[src/rtl/core/acds_pkg.sv]
// Shared constants, codes and helper functions of the constrained drag solver.
// No dependencies; used by acds_mul, acds_div, acds_sqrt, the top level and the testbench.
package acds_pkg;

	localparam int unsigned FRAC_BITS_DEF = 16;
	localparam int unsigned MUL_W = 34;
	localparam int unsigned DIV_W = 64;
	localparam int unsigned SQRT_W = 64;

	localparam logic [63:0] ONE30 = 64'h0000_0000_4000_0000;
	localparam logic [63:0] PAR_EPS = (ONE30 + 64'd5000) / 64'd10000;

	localparam logic ACT_BEGIN = 1'b0;
	localparam logic ACT_MOVE = 1'b1;

	typedef enum logic [2:0] {
		CFG_START_X = 3'd0,
		CFG_START_Y = 3'd1,
		CFG_START_Z = 3'd2,
		CFG_AXIS_X = 3'd3,
		CFG_AXIS_Y = 3'd4,
		CFG_AXIS_Z = 3'd5
	} cfg_idx_t;

	function automatic logic signed [31:0] sat32(input logic signed [63:0] v);
		logic signed [31:0] r;
		if (v > 64'sh0000_0000_7FFF_FFFF)
			r = 32'sh7FFF_FFFF;
		else if (v < -64'sh0000_0000_8000_0000)
			r = -32'sh8000_0000;
		else
			r = v[31:0];
		return r;
	endfunction

	// (p + 2^29) >> 30
	function automatic logic [33:0] rnd30(input logic [63:0] p);
		logic [63:0] s;
		s = p + 64'h0000_0000_2000_0000;
		return s[63:30];
	endfunction

	function automatic logic [31:0] mag32(input logic signed [31:0] v);
		return v[31] ? (~v + 32'd1) : v;
	endfunction

	function automatic logic [63:0] mag64(input logic signed [63:0] v);
		return v[63] ? (~v + 64'd1) : v;
	endfunction

endpackage

[src/rtl/core/acds_div.sv]
// Restoring divider, one quotient bit per cycle.
// Depends on acds_pkg.
module acds_div (
	input  logic                          clk,
	input  logic                          arst_n,
	input  logic                          start,
	input  logic [acds_pkg::DIV_W-1:0]    dividend,
	input  logic [acds_pkg::DIV_W-1:0]    divisor,
	output logic                          done,
	output logic [acds_pkg::DIV_W-1:0]    quotient
);
	localparam int unsigned DW = acds_pkg::DIV_W;
	localparam int unsigned CW = $clog2(DW + 1);

	logic [DW-1:0] rem_q, quo_q, d_q;
	logic [CW-1:0] cnt_q;
	logic          busy_q;
	logic [DW:0]   trial, diff;
	logic          ge;

	assign trial = {rem_q, quo_q[DW-1]};
	assign diff = trial - {1'b0, d_q};
	assign ge = trial >= {1'b0, d_q};
	assign quotient = quo_q;

	always_ff @(posedge clk or negedge arst_n) begin
		if (!arst_n) begin
			busy_q <= 1'b0;
			done <= 1'b0;
			cnt_q <= '0;
		end else begin
			done <= 1'b0;
			if (start) begin
				busy_q <= 1'b1;
				cnt_q <= '0;
			end else if (busy_q) begin
				cnt_q <= cnt_q + CW'(1);
				if (cnt_q == CW'(DW - 1)) begin
					busy_q <= 1'b0;
					done <= 1'b1;
				end
			end
		end
	end

	always_ff @(posedge clk) begin
		if (start) begin
			rem_q <= '0;
			quo_q <= dividend;
			d_q <= divisor;
		end else if (busy_q) begin
			rem_q <= ge ? diff[DW-1:0] : trial[DW-1:0];
			quo_q <= {quo_q[DW-2:0], ge};
		end
	end

endmodule

[config.mk]
export PLATFORM = sky130hd
export DESIGN_NAME = acds_div
export DESIGN_NICKNAME = d
export VERILOG_FILES = /design/src/rtl/core/acds_pkg.sv /design/src/rtl/core/acds_div.sv
export SDC_FILE = /design/constraint.sdc
export NUM_CORES = 1
export LEC_CHECK = 0
export BUFFER_PORTS_ARGS = -buffer_cell sky130_fd_sc_hd__buf_2
export CORE_ASPECT_RATIO = 1.25
export CORE_MARGIN = 4
export CORE_UTILIZATION = 28
export DETAILED_ROUTE_END_ITERATION = 6
export SYNTH_ARGS = -nofsm -noshare
export SYNTH_HDL_FRONTEND = slang
export SYNTH_SLANG_ARGS = --single-unit
[constraint.sdc]
create_clock -name clk -period 3.1 [get_ports clk]
set_input_delay 0 -clock clk [delete_from_list [all_inputs] [get_ports clk]]
set_output_delay 0 -clock clk [all_outputs]
set_load 0.1 [all_outputs]
After elaboration in Yosys (flattened, before gate mapping)

Cells that the tools add are included.
W data, S select, Z words.

Bits in registers: 201
Input bits: 131
Output and inout bits: 65
Logic and storage cells: 22

$add $sub $neg: 2
Order comparisons: 1
Equal/unequal tests: 1
Multiplexer cells: 11
Reduce and logical (&&, ||, !) cells: 1

Operator list:

| operator              | number |
|---|---|
| $mux W64              | 3 |
| $ge A65 B64 Y1        | 1 |
| $sub A64 B64 Y64      | 1 |
| $mux W7               | 2 |
| $add A7 B1 Y7 const B | 1 |
| $eq A7 B6 Y1 const B  | 1 |
| $mux W1               | 6 |
| $reduce_bool A2 Y1    | 1 |

Longest topological paths before layout

Depth after elaboration: 4
Mapped depth: 15
Depth with buffers taken out: 13

Least setup slack after synthesis

No wires, ideal clock.

Path type: flip-flop to flip-flop
From: register quo_q[63], in the netlist quotient[63]
To: register rem_q[56]
Library setup time: 88 ps
Arrival: 3451 ps
Data required time: 3012 ps
Path slack: -439 ps
Stages on the path, launching flop included: 13
Path buffers: 0
Period minus slack after synthesis: 3539 ps
Cells stage by stage: edfxtp_1 -> inv_1 -> ha_1 -> fa_1 -> nand2b_1 -> a211o_1 -> a21oi_1 -> a211oi_2 -> nor2_2 -> a211oi_4 -> a211o_2 -> a311o_1 -> a311oi_2

Cells in the longest elaborated chain, start to end: 2
Elaborated cells on any way between the ends: 3
Those cells by class: 1 x add/sub; 1 x order compare; 1 x mux

RTL lines:

| item                                                      | RTL line                       | source |
|---|---|---|
| start: declaration                                        | acds_div.sv:15                 | `logic [DW-1:0] rem_q, quo_q, d_q;` |
| start signal: assignment                                  | acds_div.sv:49                 | `quo_q <= dividend;` |
| start signal: assignment                                  | acds_div.sv:53                 | `quo_q <= {quo_q[DW-2:0], ge};` |
| $sub A64 B64 Y64 / $ge A65 B64 Y1 (equally long branches) | acds_div.sv:22, acds_div.sv:23 |  |
| $mux W64 (*)                                              | acds_div.sv:52                 | `rem_q <= ge ? diff[DW-1:0] : trial[DW-1:0];` |
| end signal: assignment                                    | acds_div.sv:52                 |  |
| end: declaration                                          | acds_div.sv:15                 |  |

Every way passes the cells marked *; elsewhere a longest branch is shown, timed or not.
A chain may end at the register's enable or synchronous reset.

Worst setup path after layout

From: register d_q[12]
To: register rem_q[58]

Cells in the longest elaborated chain, start to end: 2
Elaborated cells on any way between the ends: 3
Those cells by class: 1 x add/sub; 1 x order compare; 1 x mux

RTL lines:

| item                                                      | RTL line                       | source |
|---|---|---|
| start: declaration                                        | acds_div.sv:15                 |  |
| start signal: assignment                                  | acds_div.sv:50                 | `d_q <= divisor;` |
| $sub A64 B64 Y64 / $ge A65 B64 Y1 (equally long branches) | acds_div.sv:22, acds_div.sv:23 |  |
| $mux W64 (*)                                              | acds_div.sv:52                 |  |

Marked as above.

==> flow_summary.toml <==
[worst_setup_path]
end_kind = "flip-flop"
required_ns = 3.48
start_kind = "flip-flop"
crit_arrival_ns = 3.54
reg2reg_slack_ns = -0.06
slowest_delay_ns = 0.53
cp_cell_sequence = "inv_1, ha_1, buf_6, a21o_1, a2111o_1, a21oi_4, o22ai_4, nor3b_4, o41ai_4, or4_1, nand4_1, a311oi_2"
slowest_stage = "or4_1"
crit_fanout = 6
worstSetupPathType = "flip-flop to flip-flop"

[pwr]
ir_drop_mv = 0.631
powerDensity_nw_per_um2 = 784
leakage_nw = 7.31

[die]
coreArea_um2 = 43300
start_util_pct = 28.5
rows = 85
dieArea_um2 = 47500
die_x_um = 196
num_io_pins = 196
die-height_um = 243

[yosys]
avgSynthCellArea_um2 = 9.61
synth.area.mux_share_pct = 6.59
yosys.area_share.adder_pct = 6.76
synth_compound_area_share_pct = 18.3
async_flop_share_pct = 4.48
synth-simple-area-share_pct = 14.4
ys_seq_area_share_pct = 43.4
synth-main-ff-cell = "edfxtp_1"
synth-xor-area-share_pct = 4.19
ys_warn_count = 0
syn_area_um2 = 12300
synth_top_family_by_area = "compound AO/OA/AOI/OAI gates"
ys_ff_latch = 201
synth_nets = 1479
synth_edf_count = 128
synth_cells = 1282
ys_types = 83

[timing]
tightestPinTransition_ns = 0.935
setup_slack_ns = -0.0588
slew_headroom_pct = 37.7
fin_crit_sh_pct = 102
hold_viol = 0
finClkSkew_ns = 0.0147
setup_viol = 1
clock.fmax_ghz = 0.317
period_minus_slack_ns = 3.16
rsz0062_at_grt = "true"
final_max_slew_viol_count = 0

[place]
dp_cells = 2054
gp_congestion = 0.887
hpwlAfterDp_um = 26800
port_buffers = 195
place_area_um2 = 14400

[clock_network]
root_buffer = "clkbuf_16"
clkSinkCount = 201
clock_path_buffers = 3
path_clk_slew_ns = 0.06
clk-insertion-delay-late_ns = 0.55
cts_tree = "done"
cts-buffers-inserted = 25
htreeDepth = 1

[drt]
first_pass_iters = 5
drc = 0
dr_total_vias = 10900
drtIter0Drc = 470
ant_nets = 0
wire_per_inst_um = 16.8
detail_route.vias_per_cell = 4.86
wl_um = 37800

[grt]
grt_use_total_pct = 15.2
grt_antenna_before_repair = 0
grt_first_pass_wirelength_um = 59900
grt_pass1_vias = 11600
grt_max_degree = 72
gr-total-overflow = 0

[job]
drv_cap = 0

[final_layout]
fin_cells = 2252
insertedDiodeCount = 0
final_nets = 1865
final_util_pct = 39.8
drive_gt1_share_pct = 30.8
area_growth_pct = 39.9
final_cell_area_um2 = 17200

[outcome]
outcome = "finished with violations"
violations = "negative setup slack"

[min_path]
hp-class = "input pin to flip-flop"
## layer usage
metal / GRT usage, % / routed length [µm] / vias to the layer above
li1: - / - / 5427
met1: 18.1 / 15700 / 5189
met2: 27.3 / 19000 / 274
met3: 3.09 / 2060 / 54
met4: 4.64 / 1050 / 0
met5: 0 / 0 / -
## logic make-up after synthesis
logic type | Yosys count
AOI/OAI and AO/OA | 318
xor gates and xnor gates | 59
adders and majority gates | 66
buffers and inverters | 173
DFF | 201
muxes | 73
and+or+nand+nor | 392
## synthesized netlist by cell type (all sizes together), types with 35 or more instances
cell type | count | area share, %
a311oi | 54 | 3.9
nand4 | 35 | 1.8
ha | 65 | 6.6
o21ai | 52 | 2.2
buf | 35 | 1.8
edfxtp | 128 | 31
inv | 91 | 2.8
nor2 | 103 | 3.2
clkbuf | 47 | 1.8
nand2 | 172 | 5.3
mux2 | 65 | 5.9
dfxtp | 64 | 10
a21oi | 89 | 3.7
## metrics by stage
| stage | setup TNS, ns | power (W) | hold slack [ns] | setup slack, ns |
|---|---|---|---|---|
| after floorplan | -1.56 | 0.00792 | -0.296 | -0.269 |
| final | -0.0588 | 0.0135 | 0.160 | -0.0588 |
| after global routing | -3.68 | 0.0144 | 0.145 | -0.188 |
| after global placement | -0.602 | 0.00969 | -0.135 | -0.196 |
| after detailed placement | -0.810 | 0.00974 | -0.128 | -0.232 |
| after CTS | -0.147 | 0.0131 | 0.133 | -0.0838 |
## registers in the layout, indices dropped and copies added, names as in the netlist
name and cells:
d_q 64, cnt_q 7, quotient 64, rem_q 64, busy_q 1, done 1
## cells in the final DEF (no fill, tap or decap), types with 15 or more instances in the layout
cell type	count
nand3_1	16
ha_4	15
a311oi_1	39
nand4_1	35
xnor2_1	34
a311oi_2	15
nor2_1	102
o21ai_0	32
inv_1	87
xor2_1	25
a21oi_1	75
dfxtp_1	64
mux2_2	65
buf_4	101
nand2_1	169
ha_1	46
buf_2	194
dlygate4sd3_1	131
edfxtp_1	128
o21bai_1	16
a21o_1	33
clkbuf_16	27
## path summary, 6_finish.rpt
check | end | depth (start not counted) | from
min reg2reg | rem_q[63] | 2 | rem_q[63]
min in group asynchronous | cnt_q[4] | 3 | arst_n
min | d_q[22] | 2 | divisor[22]
max reg2reg | rem_q[58] | 12 | d_q[12]
max | rem_q[58] | 12 | d_q[12]
max in group asynchronous | busy_q | 3 | arst_n
## worst max-delay path: cells and delay by family (launching register included)
| family | cells | cell delay [ns] |
|---|---|---|
| and+or+nand+nor | 3 | 0.97 |
| adders and majority gates | 1 | 0.27 |
| buffers and inverters | 2 | 0.23 |
| AOI/OAI and AO/OA | 6 | 1.16 |
| DFF | 1 | 0.36 |
## final cells by class
| cell class | count | area (µm²) |
|---|---|---|
| Sequential cell | 201 | 5350 |
| Inverter | 91 | 342 |
| Clock inverter | 11 | 120 |
| Clock buffer | 35 | 673 |
| Fill cell | 4232 | 26000 |
| Multi-Input combinational cell | 908 | 6750 |
| Timing Repair Buffer | 441 | 3300 |
| Tap cell | 565 | 707 |
## report_power, final
part	total [W]	switching [W]	internal, W
registers	0.00370	0.000365	0.00333
clock network	0.00289	0.00120	0.00169
logic	0.00693	0.00396	0.00296
## timing repair
item | CTS | global route
setup buffers | 9 | 10
pin swaps | 14 | 33
gates resized for setup | 40 | 65
setup endpoints to repair | 24 | 60
cloned | 0 | 2
hold buffers | 131 | 0
hold endpoints to repair | 152 | 0
Power figures use the tool's default switching activity.
