<file path="src/rtl/core/acds_pkg.sv">
// Shared constants, codes and helper functions of the constrained drag solver.
// No dependencies; used by acds_mul, acds_div, acds_sqrt, the top level and the testbench.
package acds_pkg;

	localparam int unsigned FRAC_BITS_DEF = 16;
	localparam int unsigned MUL_W = 34;
	localparam int unsigned DIV_W = 64;
	localparam int unsigned SQRT_W = 64;

	localparam logic [63:0] ONE30 = 64'h0000_0000_4000_0000;
	localparam logic [63:0] PAR_EPS = (ONE30 + 64'd5000) / 64'd10000;

	localparam logic ACT_BEGIN = 1'b0;
	localparam logic ACT_MOVE = 1'b1;

	typedef enum logic [2:0] {
		CFG_START_X = 3'd0,
		CFG_START_Y = 3'd1,
		CFG_START_Z = 3'd2,
		CFG_AXIS_X = 3'd3,
		CFG_AXIS_Y = 3'd4,
		CFG_AXIS_Z = 3'd5
	} cfg_idx_t;

	function automatic logic signed [31:0] sat32(input logic signed [63:0] v);
		logic signed [31:0] r;
		if (v > 64'sh0000_0000_7FFF_FFFF)
			r = 32'sh7FFF_FFFF;
		else if (v < -64'sh0000_0000_8000_0000)
			r = -32'sh8000_0000;
		else
			r = v[31:0];
		return r;
	endfunction

	// (p + 2^29) >> 30
	function automatic logic [33:0] rnd30(input logic [63:0] p);
		logic [63:0] s;
		s = p + 64'h0000_0000_2000_0000;
		return s[63:30];
	endfunction

	function automatic logic [31:0] mag32(input logic signed [31:0] v);
		return v[31] ? (~v + 32'd1) : v;
	endfunction

	function automatic logic [63:0] mag64(input logic signed [63:0] v);
		return v[63] ? (~v + 64'd1) : v;
	endfunction

endpackage

</file>
<file path="src/rtl/core/acds_mul.sv">
// Bit-serial unsigned shift-add multiplier, one multiplier bit per cycle.
// Depends on acds_pkg.
module acds_mul (
	input  logic                              clk,
	input  logic                              arst_n,
	input  logic                              start,
	input  logic [acds_pkg::MUL_W-1:0]        a,
	input  logic [acds_pkg::MUL_W-1:0]        b,
	output logic                              done,
	output logic [2*acds_pkg::MUL_W-1:0]      p
);
	localparam int unsigned MW = acds_pkg::MUL_W;
	localparam int unsigned CW = $clog2(MW + 1);

	logic [MW-1:0]   a_q, b_q;
	logic [2*MW-1:0] acc_q;
	logic [CW-1:0]   cnt_q;
	logic            busy_q;
	logic [MW:0]     sum;

	assign sum = {1'b0, acc_q[2*MW-1:MW]} + (b_q[0] ? {1'b0, a_q} : {(MW+1){1'b0}});
	assign p = acc_q;

	always_ff @(posedge clk or negedge arst_n) begin
		if (!arst_n) begin
			busy_q <= 1'b0;
			done <= 1'b0;
			cnt_q <= '0;
		end else begin
			done <= 1'b0;
			if (start) begin
				busy_q <= 1'b1;
				cnt_q <= '0;
			end else if (busy_q) begin
				cnt_q <= cnt_q + CW'(1);
				if (cnt_q == CW'(MW - 1)) begin
					busy_q <= 1'b0;
					done <= 1'b1;
				end
			end
		end
	end

	always_ff @(posedge clk) begin
		if (start) begin
			a_q <= a;
			b_q <= b;
			acc_q <= '0;
		end else if (busy_q) begin
			acc_q <= {sum, acc_q[MW-1:1]};
			b_q <= b_q >> 1;
		end
	end

endmodule

</file>
<file path="config.mk">
export PLATFORM = sky130hd
export DESIGN_NAME = acds_mul
export DESIGN_NICKNAME = d
export VERILOG_FILES = /design/src/rtl/core/acds_pkg.sv /design/src/rtl/core/acds_mul.sv
export SDC_FILE = /design/constraint.sdc
export NUM_CORES = 1
export LEC_CHECK = 0
export BUFFER_PORTS_ARGS = -buffer_cell sky130_fd_sc_hd__buf_4
export CORE_UTILIZATION = 30
export DETAILED_ROUTE_END_ITERATION = 10
export GPL_ROUTABILITY_DRIVEN = 0
export PLACE_DENSITY_LB_ADDON = 0.2
export SLEW_MARGIN = 20
export SYNTH_ARGS = -nofsm -noshare
export SYNTH_HDL_FRONTEND = slang
export SYNTH_SLANG_ARGS = --single-unit
</file>
<file path="constraint.sdc">
create_clock -name clk -period 3.5 [get_ports clk]
set_input_delay 0.175 -clock clk [delete_from_list [all_inputs] [get_ports clk]]
set_output_delay 0.175 -clock clk [all_outputs]
set_load 0.05 [all_outputs]
</file>
# Word-level counts from Yosys, hierarchy flattened
# Cells that the tools add are included.
[totals]
regBits = 144
inputBits = 71
output_inout_bits = 69
word_cells = 21
[op_classes]
addsub = 2
n_eq_ne = 1
mux = 11
reduce_logical = 1
[ops]
columns = ["operator", "count"]
rows = [
  ["$mux 34", 3],
  ["$add 34x34->35", 1],
  ["$mux 6", 2],
  ["$add 6x1->6 const B", 1],
  ["$eq 6x6->1 const B", 1],
  ["$mux 1", 6],
  ["$reduce_bool 2->1", 1],
]

# Logic depth before layout (Yosys ltp)
# Gate-level depths: netlist of the first run.
[logic_depth]
depth_word = 4
ltp_mapped = 12
depth_no_buf = 12

# Worst setup path after synthesis of the first run
# OpenSTA, ideal clock, no wires.
[synth_timing]
path_kind = "reg2reg"
startpoint = "reg b_q[0]"
endpoint = "reg acc_q[62], in the netlist p[62]"
setup_time_ps = 117
arrival_ps = 2768
required_time_ps = 3383
setup_slack_ps = 614
stages_incl_launch_ff = 13
path_buffers = 1
synth_period_minus_slack_ps = 2886
cell_sequence = "edfxtp_1 > clkbuf_1 > nand2_1 > inv_1 > ha_1 > a211o_1 > o211ai_2 > o31ai_1 > o31a_1 > a221oi_4 > a21oi_1 > or3_1 > a32o_1"
[synth_via]
elab_chain_cells = 2
[synth_lines]
columns = ["item", "line_no", "source"]
rows = [
  ["start: declaration", "acds_mul.sv:15", "logic [MW-1:0] a_q, b_q;"],
  ["start signal: assignment", "acds_mul.sv:51", "b_q <= b_q >> 1;"],
  ["$mux 34", "acds_mul.sv:21", "assign sum = {1'b0, acc_q[2*MW-1:MW]} + (b_q[0] ? {1'b0, a_q} : {(MW+1){1'b0}});"],
  ["$add 34x34->35", "acds_mul.sv:21", ""],
  ["end signal: assignment", "acds_mul.sv:50", "acc_q <= {sum, acc_q[MW-1:1]};"],
  ["end: declaration", "acds_mul.sv:16", "logic [2*MW-1:0] acc_q;"],
]
# Every way passes these cells.
# A chain may end at the register's enable or synchronous reset.

# Final worst setup path of the first run
# Same ends and word-level chain as after synthesis.

==> impl_metrics.ini, run 1 <==
[status]
run_status = complete, no violations

[die]
io_pins = 140
die_h_microns = 156
die_area_sq_um = 24500
floorplan_die_width_microns = 156
core_area_sq_um = 23500
num_rows = 56
initial_utilization = 0.305

[synthesis]
yosysTopAreaCellShare = 0.285
synth_top_area_cell = edfxtp_1
postSynthRegisterBits = 144
ys.flop_type = edfxtp_1
postSynthAreaPerCell_sq_um = 10.7
mappedNetlistArea_sq_um = 7160
netlist-cell-type-count = 52
ys_top_cells_by_area = edfxtp_1 29%, dfxtp_1 19%, mux2i_1 6.4%
asyncSetResetFlopFracSynth = 0.0556
netlist_instances = 670
synth-seq-area-share = 0.503
syn-num-nets = 778
yosysWarnings = 0
synth_enable_flop_cells = 68

[worst_setup_path]
critPathLaunchType = register
crit_arrival_ns = 3.46
crit-reg2reg-launch = b_q[0]$_DFFE_PP_
critical_path.max_fanout = 10
path_class = register to register
critPathRequiredTime_ns = 3.81
critical-path-top-delay-family = compound AO/OA/AOI/OAI gates
worstReg2RegEnd = p[62]$_SDFFE_PP0P_
reg2reg_depth = 11
regToRegSetupSlack_ns = 0.35
end_kind = register
crit_chain = nand2_1 -> inv_1 -> ha_1 -> a211o_1 -> o211ai_2 -> o31ai_1 -> o31a_1 -> a221oi_4 -> a21oi_1 -> or3_1 -> a32o_1
crit_path_max_incr_delay_ns = 0.54
critical_path.slowest_cell = edfxtp_1
critPathBufInv = 1

[clock_network]
cts_max_level = 4
ctsRootBufferMaster = clkbuf_16
cts_buffers = 17
clock_tree.buffer_depth = 2
clk_pin_slew_worst_paths_ns = 0.07
clk-insertion-delay-late_ns = 0.42
clock_sinks = 144
post_cts_buffers = 0
cts_tree = done

[detailed_routing]
avgViaCountPerCell = 4.68
firstDrtPassIters = 4
antenna_left = 0
vias = 5486
drt_iter0_drc = 234
drt-wirelength-per-cell_microns = 15.0
drt_drc_violations_left = 0
finalWirelength_microns = 17600

[power_and_ir_drop]
part_of_the_total_power_dissipated_in_combinational_logic = 0.302
power_report.internal_total_w = 0.00353
power.clock.fraction = 0.315
switching_power_w = 0.00191
leakagePower_nw = 4.27
cellPowerDensity_nw_per_um2 = 575
power.switching_fraction = 0.351
share_seq_of_total_power = 0.384
worst_ir_drop_vdd_mv = 0.282

[timing]
layout_worst_path_cycle_share = 0.900
timing.max_slew.rel_slack = 0.542
timing.final.ws_setup_ns = 0.350
final_hold_viol_count = 0
top_achievable_clock_speed_ghz = 0.317
final.min_clock_period_ns = 3.15
setup_total_negative_slack_ns = 0
final_max_slew_viol_count = 0
fin_skew_ns = 0.0138
rsz0062_at_grt = no
worst_pin_slew_ns = 0.686
setup-violations-final = 0

[global_routing]
grt.total_usage = 0.149
grt_antenna_before_repair = 0
grt_pass1_wl_microns = 28300
grt_overflow = 0
number_of_global_route_vias_before_repair = 5535
maximum_number_of_pins_on_one_net_before_global_route_repair = 66

[placed_design]
placement.setup.worst_slack_ns = 0.365
buffer_ports.inserted = 139
hpwl_after_detailed_placement_microns = 12500

[hold_path]
holdPathStages = 2
hp-class = input pin to register
holdCritStartpoint = b[33]
hold_path_end = b_q[33]$_SDFFCE_PN0P_

[final_layout]
antenna_cells_inserted = 0
synthToLayoutAreaGrowth_pct = 32.2
postLayoutCoreUtil = 0.403
drive_gt1_frac = 0.254
finalNetCount = 949

[job]
max-cap-violations = 0
-- how the worst max path moves through the flow --
stage / start / endpoint / slack, ns / depth (start not counted)
after floorplan: b_q[0]$_DFFE_PP_ / p[62]$_SDFFE_PP0P_ / 0.61 / 12
after global placement: b_q[0]$_DFFE_PP_ / p[62]$_SDFFE_PP0P_ / 0.37 / 11
after detailed placement: b_q[0]$_DFFE_PP_ / p[62]$_SDFFE_PP0P_ / 0.36 / 11
after CTS: b_q[0]$_DFFE_PP_ / p[62]$_SDFFE_PP0P_ / 0.35 / 11
after global routing: b_q[0]$_DFFE_PP_ / p[62]$_SDFFE_PP0P_ / 0.09 / 11
final: b_q[0]$_DFFE_PP_ / p[62]$_SDFFE_PP0P_ / 0.35 / 11
-- synthesized netlist by cell type, types with 17 or more instances --
library cell  number
edfxtp_1          68
o21ai_1           21
mux2_2            34
dfxtp_1           68
nor2_1            78
nand2_1           42
a21oi_1           36
a21o_1            17
and2_1            37
mux2i_1           46
clkbuf_1          27
ha_1              36
-- what timing repair did --
item                                   CTS  global route
endpoints found under the hold margin   42             0
resized for setup                        0             0
hold buffers                            35             0
-- power groups by stage --
stage | sequential [W] | clock [W] | combinational, W
final | 0.00209 | 0.00171 | 0.00164
after detailed placement | 0.00213 | 0 | 0.00162
after global placement | 0.00213 | 0 | 0.00162
after floorplan | 0.00246 | 0 | 0.000806
after global routing | 0.00211 | 0.00183 | 0.00179
after CTS | 0.00209 | 0.00177 | 0.00166
-- state kept, by name, indices dropped and copies added, names as in the netlist --
name	flops
cnt_q	6
a_q	34
p	68
b_q	34
done	1
busy_q	1
-- cell usage in the layout, fill, tap and decap left out, types with 3 or more instances in the layout --
master and n:
nor2_1 78, o21a_1 4, dlygate4sd3_1 35, or3_1 5
xor2_1 11, o211ai_1 5, nand2b_1 4, and2_1 37
a211oi_1 6, a31oi_1 4, nor2b_1 9, a21o_1 17
edfxtp_1 68, dfxtp_1 68, and3_1 4, o21ai_0 16
ha_1 36, o31ai_1 3, dfrtp_1 7, xnor2_1 16
o21ai_1 21, nand2_1 42, mux2_2 34, mux2i_1 46
nand3_1 6, nor3_1 4, nand4_1 10, inv_1 9
clkbuf_16 17, clkinvlp_4 3, a211o_1 3, buf_4 148
inv_6 8, a21oi_1 36
-- layout make-up --
class                   instances  area (sq um)
clock buffers                  18           429
well taps                     319           399
fillers                      2347         14000
repair buffers                184          1480
multi-input cells             484          3400
inverters                      10          37.5
clock inverters                14           118
flip-flops and latches        144          3600
-- stage by stage --
stage / std cells / hold slack, ns / power [W] / cell area (sq um)
4_1_cts: 1173 / 0.0196 / 0.00552 / 9470
3_3_place_gp: 1106 / 0.00197 / 0.00375 / 8570
6_report: 1173 / 0.0356 / 0.00544 / 9470
3_5_place_dp: 1106 / 0.00735 / 0.00375 / 8570
5_1_grt: 1173 / 0.0211 / 0.00574 / 9470
2_1_floorplan: 670 / -0.121 / 0.00326 / 7160
-- metal layers --
metal  up-vias  wire length [microns]  GRT usage
met1      2578                   8240      0.192
met3        13                   1020     0.0438
met5         -                      0          0
met2       131                   8080      0.240
met4         0                    235     0.0434
li1       2764                      -          -
-- logic make-up (layout without fill, tap and decap cells) --
logic type	after synthesis	count (layout)	share of synthesized area
AOI/OAI and AO/OA	134	134	0.121
DFF	144	144	0.503
xor gates and xnor gates	27	27	0.0330
muxes	80	80	0.118
and+or+nand+nor	206	206	0.137
adders and majority gates	37	37	0.0657
buffers and inverters	42	226	0.0220
(Power assumes the default switching activity.)
==> run 2, diff against run 1 <==
Settings changed: ABC_AREA set to 1.
==> run 2 against run 1 <==
Effect of this change: hold slack worse by 0.021 ns; clock power rose by 9%; sequential share of layout area fell by 1.7 points; largest cell class unchanged; global-route usage is 1.7 points higher; first-iteration DRC count up 58%; register-to-register slack improved by 0.56 ns.
==> impl_metrics.ini, run 2 <==
[clock_network]
ctsRootBufferMaster = clkbuf_16
cts_resized = 0
postCtsHoldBufs = 37
clock_sinks = 144
cts_tree = done
post_cts_buffers = 0
cts_max_level = 4
clock_tree.buffer_depth = 2
cts_buffers = 17
clk_pin_slew_worst_paths_ns = 0.07
clk-insertion-delay-late_ns = 0.43

[synthesis]
yosysWarnings = 0
synth_top_cells_by_count = 352 x nand2_1, 158 x inv_1, 68 x dfxtp_1, 68 x edfxtp_1
mappedNetlistArea_sq_um = 7550
postSynthAreaPerCell_sq_um = 7.65
netlist-cell-type-count = 37
yosysMostFrequentCell = nand2_1
synth_top_area_cell = edfxtp_1
asyncSetResetFlopFracSynth = 0.0556
yosysTopAreaCellShare = 0.271
netlist_instances = 986
ys_top_cells_by_area = edfxtp_1 27%, dfxtp_1 18%, nand2_1 18%
synth-seq-area-share = 0.477
ys.flop_type = edfxtp_1
synth_enable_flop_cells = 68
postSynthRegisterBits = 144
syn-num-nets = 1094

[worst_setup_path]
critPathRequiredTime_ns = 3.81
crit_arrival_ns = 2.90
critPathLaunchType = register
critical_path.startpoint = b_q[0]$_DFFE_PP_
path_class = register to register
regToRegSetupSlack_ns = 0.91
critical_path.max_fanout = 34
end_kind = register
crit-reg2reg-launch = b_q[0]$_DFFE_PP_

[power_and_ir_drop]
worst_ir_drop_vdd_mv = 0.297
leakagePower_nw = 4.99
cellPowerDensity_nw_per_um2 = 501

[global_routing]
grt_pass1_wl_microns = 33500
number_of_global_route_vias_before_repair = 6479
grt_overflow = 0
grt_antenna_before_repair = 2
maximum_number_of_pins_on_one_net_before_global_route_repair = 50
grt.total_usage = 0.166

[timing]
timing.final.ws_setup_ns = 0.909
final.min_clock_period_ns = 2.59
setup-violations-final = 0
layout_worst_path_cycle_share = 0.740
rsz0062_at_grt = no
timing.max_slew.rel_slack = 0.403
final_max_slew_viol_count = 0
top_achievable_clock_speed_ghz = 0.386
setup_total_negative_slack_ns = 0
worst_hold_margin_ns = 0.0145
fin_skew_ns = 0.0111
worst_pin_slew_ns = 0.896
final_hold_viol_count = 0

[detailed_routing]
antenna_left = 0
firstDrtPassIters = 6
avgViaCountPerCell = 4.50
vias = 6760
drt_drc_violations_left = 0
drt-wirelength-per-cell_microns = 14.0
drt_iter0_drc = 370
finalWirelength_microns = 21000

[final_layout]
drive_gt1_frac = 0.173
synthToLayoutAreaGrowth_pct = 31.4
finalNetCount = 1271
largest_register_ff_count = 68
final_cell_mix = 352 x nand2_1, 158 x inv_1, 146 x buf_4
filler_cell_count = 2555
mostFrequentLayoutCell = nand2_1

[die]
initial_utilization = 0.309
io_pins = 140
num_rows = 57
floorplan_die_width_microns = 161
die_h_microns = 161
die_area_sq_um = 25800
core_area_sq_um = 24500

[placed_design]
buffer_ports.inserted = 139
placement.setup.worst_slack_ns = 0.913
hpwl_after_detailed_placement_microns = 15500

[job]
max-cap-violations = 0

[hold_path]
hp-class = input pin to register
holdCritStartpoint = b[17]

[status]
run_status = complete, no violations
==> run 2: logic make-up after synthesis <==
kind of cell               share of synthesized area
and+or+nand+nor                                0.258
buffers and inverters                         0.0925
DFF                                            0.477
AOI/OAI and AO/OA                              0.105
adders and majority gates                     0.0623
xor gates and xnor gates                     0.00464
==> run 2: worst max-delay path: stages, from the launching register on <==
cell,delay (ns)
edfxtp_1,0.32
buf_4,0.33
nand2_1,0.09
inv_1,0.06
ha_1,0.19
inv_1,0.07
fa_1,0.40
inv_1,0.07
nand3_1,0.06
nand2_1,0.15
nand2_1,0.08
nand2_2,0.09
nand3_1,0.07
nand2_1,0.16
nand2_1,0.09
nand2_1,0.07
nand2_1,0.04
nand3_1,0.07
nand2_1,0.07
==> run 2: final timing paths <==
kind / endpoint / depth (start not counted)
worst max-delay path: p[63]$_SDFFE_PP0P_ / 18
worst min-delay path: b_q[17]$_DFFE_PP_ / 3
worst max register to register: p[63]$_SDFFE_PP0P_ / 18
worst min register to register: p[0]$_SDFFE_PP0P_ / 2
max in group asynchronous: busy_q$_DFF_PN0_ / 2
min in group asynchronous: cnt_q[1]$_DFFE_PN0P_ / 2
==> run 2: power by group <==
part           leakage [nW]  switching [W]  internal [W]  total (W)
combinational          3.32       0.000722      0.000384    0.00111
clock                 0.298       0.000844       0.00101    0.00186
sequential             1.37      0.0000980       0.00191    0.00201
total                  4.99        0.00166       0.00331    0.00497
==> run 2: layout make-up <==
class | instances | area, sq um | share of cell area
sequential | 144 | 3600 | 0.363
multi-input combinational | 657 | 3250 | 0.327
timing repair buffer | 183 | 1470 | 0.148
inverter | 160 | 601 | 0.0605
clock buffer | 19 | 464 | 0.0468
tap | 324 | 405 | 0.0409
clock inverter | 13 | 129 | 0.0130
antenna | 2 | 5.00 | 0.000505
==> run 2: through the flow <==
stage | instance area (sq um) | cells | total power, W | util
final | 9920 | 1502 | 0.00497 | 0.406
after global routing | 9920 | 1502 | 0.00522 | 0.406
after CTS | 9910 | 1500 | 0.00503 | 0.405
after detailed placement | 8950 | 1431 | 0.00312 | 0.366
after global placement | 8950 | 1431 | 0.00311 | 0.366
after floorplan | 7550 | 986 | 0.00274 | -
==> run 2: metal layers <==
| metal | GRT usage | up-vias | part of all wire |
|---|---|---|---|
| met2 | 0.264 | 178 | 0.46 |
| met3 | 0.0457 | 20 | 0.057 |
| met4 | 0.0411 | 0 | 0.012 |
| met1 | 0.221 | 3038 | 0.47 |
| li1 | - | 3524 | - |
| met5 | 0 | - | 0 |
==> run 3, diff against run 2 <==
Settings changed: ABC_AREA 1 to 0.
Clock period 3.5 ns to 2.3 ns, I/O delays scaled along.
==> run 3 against run 2 <==
Effect of this change: the flow now finishes with violations (design-rule violations, negative setup slack); register-to-register slack worse by 1.3 ns; core utilization up 7.5 points; clock skew up 0.0017 ns.
==> impl_metrics.ini, run 3 (synthesized netlist as in run 1, its figures left out) <==
[worst_setup_path]
critPathRequiredTime_ns = 2.63
reg2reg_depth = 11
critical_path.startpoint = b_q[0]$_DFFE_PP_
crit_arrival_ns = 3.04
regToRegSetupSlack_ns = -0.42
cp-endpoint = p[63]$_SDFFE_PP0P_
critPathLaunchType = register
crit-reg2reg-launch = b_q[0]$_DFFE_PP_
crit_path_max_incr_delay_ns = 0.45
critical_path.max_fanout = 23
critical_path.slowest_cell = edfxtp_1
worstReg2RegEnd = p[63]$_SDFFE_PP0P_
path_class = register to register
crit_chain = buf_12 -> and2_4 -> ha_4 -> a21oi_2 -> o21a_1 -> o21ai_2 -> or3_4 -> o21ai_4 -> a211oi_2 -> or3_1 -> a32o_1
end_kind = register

[timing]
worst_pin_slew_ns = 0.579
rsz0062_at_grt = yes
layout_worst_path_cycle_share = 1.18
top_achievable_clock_speed_ghz = 0.368
timing.max_slew.rel_slack = 0.614
timing.final.ws_setup_ns = -0.418
worst_hold_margin_ns = 0.0408
final_max_slew_viol_count = 0
fin_skew_ns = 0.0127
setup-violations-final = 25
final.min_clock_period_ns = 2.72
final_hold_viol_count = 0

[final_layout]
drive_gt1_frac = 0.418
synthToLayoutAreaGrowth_pct = 57.6
post-route-cell-area_sq_um = 11300
finalNetCount = 1103
final_cell_count_no_fill = 1327
mostFrequentLayoutCell = buf_4
filler_cell_count = 2175
final_cell_mix = 265 x buf_4, 73 x nor2_1, 69 x dlygate4sd3_1
antenna_cells_inserted = 0
largest_register_ff_count = 68

[clock_network]
clk_pin_slew_worst_paths_ns = 0.07
cts_max_level = 4
clock_tree.buffer_depth = 2
ctsRootBufferMaster = clkbuf_16
clk-insertion-delay-late_ns = 0.44
cts_tree = done
clock_sinks = 144
cts_buffers = 17

[global_routing]
top_usage_layer = met2
grt_pass1_wl_microns = 31200
met1_usage = 0.202
grt_overflow = 0
maximum_number_of_pins_on_one_net_before_global_route_repair = 37
global_route.usage.met3 = 0.0504
number_of_global_route_vias_before_repair = 6155
grt_antenna_before_repair = 0
grt.total_usage = 0.165
grt_use_met2 = 0.278

[die]
floorplan_die_width_microns = 156
die_area_sq_um = 24500
initial_utilization = 0.305
io_pins = 140
core_area_sq_um = 23500
die_h_microns = 156
num_rows = 56

[detailed_routing]
drt_iter0_drc = 210
vias = 6061
firstDrtPassIters = 7
antenna_left = 0
drt_drc_violations_left = 1
drt-wirelength-per-cell_microns = 14.6
finalWirelength_microns = 19400
avgViaCountPerCell = 4.57

[job]
max-cap-violations = 0

[status]
run_status = complete, but fails checks
violations = design-rule violations, negative setup slack

[placed_design]
placement.setup.worst_slack_ns = -0.468
post_dp_cell_area_sq_um = 9670
buffer_ports.inserted = 139
placedCellCount = 1222
hpwl_after_detailed_placement_microns = 13700

[power_and_ir_drop]
worst_ir_drop_vdd_mv = 0.372
cellPowerDensity_nw_per_um2 = 837
leakagePower_nw = 5.07

[hold_path]
hp-class = input pin to async pin
-- run 3: cell count changes in the layout (fill, tap and decap cells not counted), sizes merged, moves of 14 or more --
| cell | change |
|---|---|
| a21o | +17 |
| a21oi | -15 |
| and2 | +37 |
| buf | +123 |
| dlygate4sd3 | +32 |
| inv | -154 |
| mux2 | +34 |
| mux2i | +46 |
| nand2 | -319 |
| nand3 | -35 |
| nor2 | +25 |
| o22ai | -31 |
| xnor2 | +14 |
-- run 3: timing repair --
action	CTS	global route
cloned	0	0
hold buffers	69	0
resized for setup	46	15
pin swaps	8	5
buffers inserted	2	2
endpoints found under the setup margin	27	30
endpoints found under the hold margin	76	0
-- run 3: layout make-up --
class / instances / area, sq um / share of cell area
flip-flops and latches: 144 / 3610 / 0.320
clock inverters: 15 / 143 / 0.0126
repair buffers: 338 / 2730 / 0.242
multi-input cells: 484 / 3940 / 0.349
clock buffers: 17 / 425 / 0.0377
well taps: 319 / 399 / 0.0354
inverters: 10 / 37.5 / 0.00333
-- run 3: where the power goes --
part / leakage (nW) / switching (W) / internal [W]
Clock: 0.283 / 0.00128 / 0.00144
Sequential: 1.36 / 0.000218 / 0.00298
Combinational: 3.43 / 0.00181 / 0.00171
-- run 3: how the worst min path moves through the flow --
stage | start | endpoint | slack [ns] | depth (start not counted)
after CTS | arst_n | cnt_q[1]$_DFFE_PN0P_ | 0.03 | 2
after detailed placement | arst_n | cnt_q[4]$_DFFE_PN0P_ | -0.06 | 1
final | arst_n | cnt_q[1]$_DFFE_PN0P_ | 0.04 | 2
after global routing | arst_n | cnt_q[0]$_DFFE_PN0P_ | 0.05 | 2
after floorplan | arst_n | busy_q$_DFF_PN0_ | -0.18 | 0
after global placement | arst_n | cnt_q[4]$_DFFE_PN0P_ | -0.06 | 1
-- run 3: stage by stage --
stage | total power [W] | setup TNS (ns) | util
after floorplan | 0.00514 | -1.24 | -
after global placement | 0.00647 | -6.78 | 0.412
after detailed placement | 0.00648 | -7.04 | 0.412
after CTS | 0.00952 | -6.32 | 0.477
after global routing | 0.00995 | -10.09 | 0.481
final | 0.00945 | -5.76 | 0.481
-- run 3: per-layer routing --
metal  wire [microns]  vias up
li1                 -     3073
met1             8800     2845
met2             9310      124
met3             1020       19
met4              239        0
met5                0        -
-- run 3: worst max-delay path, delay by kind of cell (launching register included) --
kind | cells | cell delay [ns]
compound gates | 6 | 0.92
simple gates | 3 | 0.82
flops | 1 | 0.45
buf+inv | 1 | 0.19
fa+ha+maj | 1 | 0.22
